--- src/embedding_sum_layernorm_core_assert.svh ---
`ifndef EMBEDDING_SUM_LAYERNORM_CORE_ASSERT_SVH
`define EMBEDDING_SUM_LAYERNORM_CORE_ASSERT_SVH

// Same-cycle implication, sampled on clk, quiet while rst_n is low.
`define ESLN_ASSERT_NOW(name, ante, cons, msg) \
  name: assert property (@(posedge clk) disable iff (!rst_n) (ante) |-> (cons)) \
    else $error(msg);

// Next-cycle implication, sampled on clk, quiet while rst_n is low.
`define ESLN_ASSERT_NEXT(name, ante, cons, msg) \
  name: assert property (@(posedge clk) disable iff (!rst_n) (ante) |=> (cons)) \
    else $error(msg);

`endif

--- src/esln_pkg.sv ---
package esln_pkg;

  localparam int DIM        = 64;
  localparam int VOCAB      = 1024;
  localparam int MAX_POS    = 512;
  localparam int EPS_Q20    = 10;
  localparam int POS_OFFSET = 2;
  localparam int SEQ_MAX    = 1023;

  // input and output field widths
  localparam int OP_W  = 3;
  localparam int ROW_W = 10;
  localparam int EL_W  = 6;
  localparam int VAL_W = 16;
  localparam int TOK_W = 10;
  localparam int SEQ_W = 10;

  localparam int VAL_MAX = 32767;
  localparam int VAL_MIN = -32768;

  localparam int DIM_AW   = $clog2(DIM);
  localparam int JC_W     = DIM_AW + 1;
  localparam int VROW_W   = $clog2(VOCAB);
  localparam int POSROW_W = $clog2(MAX_POS);
  localparam int WORD_AW  = $clog2(VOCAB * DIM);
  localparam int POS_AW   = $clog2(MAX_POS * DIM);

  // datapath widths
  localparam int X_W      = VAL_W + 2;            // sum of three Q5.10 entries
  localparam int SUM_W    = X_W + DIM_AW;         // running sum S
  localparam int SQT_W    = 2 * X_W - 2;          // one square, non-negative
  localparam int SQ_W     = SQT_W + DIM_AW;       // running sum of squares
  localparam int VD_W     = 2 * SUM_W + 1;        // variance numerator and W
  localparam int RAD_SH   = 16;
  localparam int SQ_STEPS = (VD_W + RAD_SH + 1) / 2;
  localparam int RAD_W    = 2 * SQ_STEPS;
  localparam int REM_W    = SQ_STEPS + 3;
  localparam int MAG_W    = X_W + DIM_AW;         // |DIM*x - S|
  localparam int D_W      = MAG_W + 1;
  localparam int DIV_SH   = 24;
  localparam int NUM_W    = MAG_W + DIV_SH + 1;
  localparam int Q_W      = 21;                   // |n| stays below sqrt(DIM) * 2^16 + 1
  localparam int DR_W     = SQ_STEPS + 1;
  localparam int N_W      = Q_W + 1;
  localparam int P_W      = N_W + VAL_W;
  localparam int RND_SH   = 16;
  localparam int RND_W    = P_W - RND_SH;
  localparam int Y_W      = RND_W + 2;
  localparam int CNT_W    = $clog2(SQ_STEPS);

  localparam int QDEPTH  = 2;
  localparam int QP_W    = $clog2(QDEPTH);
  localparam int QC_W    = $clog2(QDEPTH + 1);
  localparam int OQDEPTH = 2;
  localparam int OQP_W   = $clog2(OQDEPTH);
  localparam int OQC_W   = $clog2(OQDEPTH + 1);

  typedef enum logic [OP_W-1:0] {
    OP_WR_WORD  = 3'd0,
    OP_WR_POS   = 3'd1,
    OP_WR_TYPE  = 3'd2,
    OP_WR_GAMMA = 3'd3,
    OP_WR_BETA  = 3'd4,
    OP_ENCODE   = 3'd5
  } op_t;

  typedef enum logic [3:0] {
    ST_IDLE,
    ST_SUM,
    ST_SQ,
    ST_VAR,
    ST_ROOT,
    ST_NREAD,
    ST_NLOAD,
    ST_DIV,
    ST_NMUL,
    ST_NOUT
  } state_t;

  typedef struct packed {
    op_t                        kind;
    logic [ROW_W-1:0]           row;
    logic [DIM_AW-1:0]          el;
    logic signed [VAL_W-1:0]    value;
    logic [VROW_W-1:0]          tok;
    logic [POSROW_W-1:0]        pos;
    logic                       clamped;
  } cmd_t;

  typedef struct packed {
    logic signed [VAL_W-1:0] value;
    logic [EL_W-1:0]         index;
    logic                    last;
    logic                    sat;
    logic                    clamped;
  } res_t;

endpackage

--- src/esln_front.sv ---
module esln_front (
  input  logic                               clk,
  input  logic                               rst_n,
  input  logic                               push,
  output logic                               full,
  input  logic [esln_pkg::OP_W-1:0]          in_operation,
  input  logic [esln_pkg::ROW_W-1:0]         in_table_row,
  input  logic [esln_pkg::EL_W-1:0]          in_element_index,
  input  logic signed [esln_pkg::VAL_W-1:0]  in_write_value,
  input  logic [esln_pkg::TOK_W-1:0]         in_token_id,
  input  logic                               in_first_of_sequence,
  output logic                               cmd_valid,
  input  logic                               cmd_ready,
  output esln_pkg::cmd_t                     cmd
);

  esln_pkg::cmd_t                  q_r [esln_pkg::QDEPTH];
  logic [esln_pkg::QP_W-1:0]       wptr_r, wptr_nxt, rptr_r, rptr_nxt;
  logic [esln_pkg::QC_W-1:0]       cnt_r, cnt_nxt;
  logic [esln_pkg::SEQ_W-1:0]      seq_r, seq_nxt;

  esln_pkg::op_t                   op;
  esln_pkg::cmd_t                  ent;
  logic                            accept, keep, el_ok, take;
  logic [esln_pkg::SEQ_W-1:0]      base;
  logic [esln_pkg::ROW_W:0]        posf;
  logic                            clamp;

  assign op     = esln_pkg::op_t'(in_operation);
  assign full   = (cnt_r == esln_pkg::QC_W'(esln_pkg::QDEPTH));
  assign accept = push && !full;
  assign el_ok  = {1'b0, in_element_index} < (esln_pkg::EL_W + 1)'(esln_pkg::DIM);
  assign base   = in_first_of_sequence ? '0 : seq_r;
  assign posf   = (esln_pkg::ROW_W + 1)'(base) + (esln_pkg::ROW_W + 1)'(esln_pkg::POS_OFFSET);
  assign clamp  = posf > (esln_pkg::ROW_W + 1)'(esln_pkg::MAX_POS - 1);

  assign cmd_valid = (cnt_r != '0);
  assign cmd       = q_r[rptr_r];
  assign take      = cmd_valid && cmd_ready;

  // classify: drop writes out of range and meaningless codes
  always_comb begin
    ent.kind    = op;
    ent.row     = in_table_row;
    ent.el      = esln_pkg::DIM_AW'(in_element_index);
    ent.value   = in_write_value;
    ent.tok     = ({1'b0, in_token_id} >= (esln_pkg::TOK_W + 1)'(esln_pkg::VOCAB)) ?
                  esln_pkg::VROW_W'(esln_pkg::VOCAB - 1) : esln_pkg::VROW_W'(in_token_id);
    ent.pos     = clamp ? esln_pkg::POSROW_W'(esln_pkg::MAX_POS - 1) :
                  esln_pkg::POSROW_W'(posf);
    ent.clamped = clamp;
    case (op)
      esln_pkg::OP_WR_WORD: begin
        keep = el_ok && ({1'b0, in_table_row} < (esln_pkg::ROW_W + 1)'(esln_pkg::VOCAB));
      end
      esln_pkg::OP_WR_POS: begin
        keep = el_ok && ({1'b0, in_table_row} < (esln_pkg::ROW_W + 1)'(esln_pkg::MAX_POS));
      end
      esln_pkg::OP_WR_TYPE, esln_pkg::OP_WR_GAMMA, esln_pkg::OP_WR_BETA: begin
        keep = el_ok;
      end
      esln_pkg::OP_ENCODE: begin
        keep = 1'b1;
      end
      default: begin
        keep = 1'b0;
      end
    endcase
  end

  always_comb begin
    seq_nxt  = seq_r;
    wptr_nxt = wptr_r;
    rptr_nxt = rptr_r;
    cnt_nxt  = cnt_r;
    if (accept && op == esln_pkg::OP_ENCODE) begin
      seq_nxt = (base < esln_pkg::SEQ_W'(esln_pkg::SEQ_MAX)) ? base + 1'b1 : base;
    end
    if (accept && keep) begin
      wptr_nxt = (wptr_r == esln_pkg::QP_W'(esln_pkg::QDEPTH - 1)) ? '0 : wptr_r + 1'b1;
    end
    if (take) begin
      rptr_nxt = (rptr_r == esln_pkg::QP_W'(esln_pkg::QDEPTH - 1)) ? '0 : rptr_r + 1'b1;
    end
    if ((accept && keep) && !take) begin
      cnt_nxt = cnt_r + 1'b1;
    end else if (!(accept && keep) && take) begin
      cnt_nxt = cnt_r - 1'b1;
    end
  end

  always_ff @(posedge clk) begin
    if (!rst_n) begin
      seq_r  <= '0;
      wptr_r <= '0;
      rptr_r <= '0;
      cnt_r  <= '0;
    end else begin
      seq_r  <= seq_nxt;
      wptr_r <= wptr_nxt;
      rptr_r <= rptr_nxt;
      cnt_r  <= cnt_nxt;
    end
  end

  always_ff @(posedge clk) begin
    if (accept && keep) begin
      q_r[wptr_r] <= ent;
    end
  end

endmodule

--- config.mk ---
export PLATFORM = sky130hd
export DESIGN_NAME = esln_front
export DESIGN_NICKNAME = d
export VERILOG_FILES = /design/src/embedding_sum_layernorm_core_assert.svh /design/src/esln_pkg.sv /design/src/esln_front.sv
export SDC_FILE = /design/constraint.sdc
export NUM_CORES = 1
export LEC_CHECK = 0
export BUFFER_PORTS_ARGS = -buffer_cell sky130_fd_sc_hd__buf_2
export CELL_PAD_IN_SITES_DETAIL_PLACEMENT = 1
export CELL_PAD_IN_SITES_GLOBAL_PLACEMENT = 1
export CORE_MARGIN = 2
export CORE_UTILIZATION = 45
export DETAILED_ROUTE_END_ITERATION = 10
export HOLD_SLACK_MARGIN = 0.02
export MAX_ROUTING_LAYER = met4
export PLACE_DENSITY_LB_ADDON = 0.1
export SETUP_SLACK_MARGIN = 0.5
export SLEW_MARGIN = 20
export SYNTH_ARGS = -nofsm -noshare
export SYNTH_HDL_FRONTEND = slang
export SYNTH_SLANG_ARGS = --single-unit
export TNS_END_PERCENT = 10
--- constraint.sdc ---
create_clock -name clk -period 4.3 [get_ports clk]
set_clock_uncertainty 0.05 [all_clocks]
set_input_delay 0 -clock clk [delete_from_list [all_inputs] [get_ports clk]]
set_output_delay 0 -clock clk [all_outputs]
set_load 0.05 [all_outputs]
==> out/qor.csv <==
stage,metric,value,unit
drt,viasPerCell,5.14,
critical_path,critical-path-top-delay-family,simple AND/OR/NAND/NOR gates,
drt,num_vias,3227,
critical_path,ff2ff_path_depth,5,
sta,fin_crit_sh,59.7,%
sta,rsz0062_at_grt,false,
sta,period_needed,2.57,ns
clock_network,htreeDepth,4,
power,power,0.00431,W
clock_network,cts_root_buffer,clkbuf_8,
power,ir_drop,0.322,mV
critical_path,endpoint,q_r[1][28],
synth,ys_seq_area_share,71.3,%
global_route,gr-total-overflow,0,
critical_path,crit_path_end_kind,flop,
critical_path,crit_type,reg -> reg,
critical_path,crit_chain,nand2b_1 -> nand4_1 -> inv_1 -> and2_2 -> buf_4,
sta,hold_ws,0.174,ns
clock_network,cts_sinks,125,
drt,drtIter0Drc,128,
die,core,10900,um2
drt,drcViolationCount,0,
synth,ys.warnings.count,0,
run_status,outcome,finished clean,
synth,synth-async-reset-ratio,0,%
place,hpwlAfterDp,7000,um
layout,area_growth,37.1,%
synth,synth_edf_count,110,
sta,setup_tns,0,ns
synth,synth-main-ff-cell,edfxtp_1,
global_route,grt_pass1_vias,3425,
sta,setup_violations,0,
clock_network,tritoncts,yes,
power,p_leak,2.62,nW
place,place.gp.congestion,0.767,
critical_path,timing.rr.end,q_r[1][28],
critical_path,slowest_delay,0.77,ns
critical_path,reg2reg_slack,1.73,ns
layout,diodes,0,
synth,synth_cell_type_count,54,
critical_path,cp.depth,5,
sta,hold_viol,0,
place,port_buffers,106,
layout,drive_gt1_share,42.4,%
synth,syn_inst,308,
clock_network,clockBufferDepth,2,
synth,syn_nets,360,
drt,post_drt_wl_per_cell,18.2,um
die,floorplan.die_area,12100,um2
layout,fin_cells,628,
critical_path,critPathMaxFanout,39,
global_route,track_usage,20.6,%
layout,final_util,63.6,%
critical_path,cp.required,4.44,ns
run,cap_violations,0,
die,die_h,110,um
clock_network,worstSkewPairLatency,0.51,ns
global_route,grt_pass1_wl,17800,um
drt,wirelength,11400,um
place,dp.cells,545,
layout,num-nets-final,527,
die,start_util,46.4,%
global_route,grt_max_degree,40,
sta,tightest_slew,1.05,ns
synth,syn-cell-area,5050,um2
sta,drv_slew,0,
critical_path,critPathBufInv,2,
synth,syn_avg_cell_area,16.4,um2
global_route,antenna_found_initial,0,
power,powerDensity,622,nW/um2
critical_path,startpoint,cnt_r[0],
synth,ys_seq_elements,125,
clock_network,cts_buffers,17,
die,die_width,110,um
clock_network,path_clk_slew,0.06,ns
worst_hold_path,hold_class,in -> reg,
critical_path,startpoint_type,flop,
sta,max_slew_margin,30.1,%
drt,first_pass_iters,4,
die,row_count,38,
drt,drtAntennaViolNets,0,
critical_path,crit_arrival,2.71,ns
critical_path,worstReg2RegStart,cnt_r[0],
sta,clock.fmax,0.390,GHz
die,ios,107,
critical_path,cpMaxStageDelayCell,and2_2,
metal layers:
layer	global-route usage, %	routed length (um)
met3	5.82	511
met4	6.06	76
met5	-	0
met1	23.8	4760
met2	35.0	6070
synth_stat cells (2+ instances only):
library cell / number / area share, %
and3_1: 3 / 0.37
nor2b_1: 2 / 0.25
nand3_1: 4 / 0.40
or3_1: 3 / 0.37
nand2_1: 11 / 0.82
o21ai_1: 3 / 0.30
nand4b_1: 3 / 0.52
a41o_1: 2 / 0.40
a21oi_1: 2 / 0.20
inv_1: 6 / 0.45
buf_2: 7 / 0.69
mux2_2: 55 / 12
o21ai_0: 9 / 0.89
edfxtp_1: 110 / 65
ha_1: 2 / 0.50
nor4_1: 2 / 0.25
nand2b_1: 2 / 0.25
nor3_1: 3 / 0.30
dfxtp_1: 15 / 5.9
xor2_1: 2 / 0.35
xnor2_1: 7 / 1.2
nor2_1: 10 / 0.74
clkbuf_1: 5 / 0.37
and2_1: 6 / 0.74
nand4_1: 5 / 0.62
repair_timing:
item	4_1_cts	5_1_grt
resized for setup	0	0
setup buffers	0	0
setup endpoints to repair	0	0
hold endpoints to repair	110	0
hold buffers	51	0
through the flow:
step	worst slack, ns	cell area [um2]
after floorplan	0.696	5050
after global placement	1.72	5740
after detailed placement	1.65	5740
after CTS	1.64	6930
after global routing	1.44	6930
final	1.73	6930
cell type report:
cell class | instances | area, um2
clock buffer | 21 | 439
clock inverter | 11 | 238
fill | 1040 | 3960
inverter | 7 | 26.3
multi-input combinational | 163 | 1370
sequential | 125 | 3600
tap | 140 | 175
timing repair buffer | 161 | 1070
worst min-delay path by stage:
stage                       start         end  slack (ns)  cells past startpoint
2_1_floorplan      in_token_id[0]  q_r[0][10]        0.05                      0
3_3_place_gp   in_write_value[11]  q_r[0][31]        0.14                      1
3_5_place_dp    in_write_value[2]  q_r[0][22]        0.14                      1
4_1_cts           in_table_row[5]  q_r[0][47]        0.14                      2
5_1_grt         in_write_value[8]  q_r[0][28]        0.16                      2
6_report        in_write_value[9]  q_r[0][29]        0.17                      2
state kept, by name, summed over array words and instances, names as in the netlist, named ones only:
signal,cells
cnt_r,2
wptr_r,1
seq_r,10
rptr_r,1
q_r,110
report_power, final:
group	internal [W]	total, W	switching [W]
registers	0.00145	0.00151	0.0000586
logic	0.000351	0.00117	0.000823
clock network	0.00113	0.00162	0.000491
total	0.00294	0.00431	0.00137
worst register-to-register path: cells and delay by family (launching register included):
family	cells	cell delay (ns)
flip-flops	1	0.38
buffers and inverters	2	0.54
AND/OR/NAND/NOR	3	1.28
placed cells by master, fill, tap and decap left out, types with 2 or more instances in the layout:
master         count
a21oi_1            2
a41o_1             2
and2_1             5
and2_2             2
and3_1             3
buf_2            106
buf_4              4
bufinv_16          7
clkbuf_1           3
clkbuf_16         16
clkbuf_8           2
clkinv_2           2
clkinv_4           2
dfxtp_1           14
dlygate4sd3_1     51
edfxtp_1         110
ha_1               2
inv_1              6
mux2_2            55
nand2_1           11
nand2b_1           2
nand3_1            4
nand4_1            5
nand4b_1           3
nor2_1             9
nor2b_1            2
nor3_1             3
nor4_1             2
o21ai_0            9
o21ai_1            3
or3_1              3
xnor2_1            7
xor2_1             2
cell families (layout without fill, tap and decap cells):
| group | count (synthesis) | after routing | synth area share (%) |
|---|---|---|---|
| flops | 125 | 125 | 71.3 |
| simple gates | 65 | 65 | 8.02 |
| mux | 56 | 56 | 12.5 |
| compound gates | 31 | 31 | 4.48 |
| buf+inv | 20 | 200 | 1.68 |
| xor+xnor | 9 | 9 | 1.56 |
| fa+ha+maj | 2 | 2 | 0.495 |
Note: power is estimated with default switching activity, not from simulation.
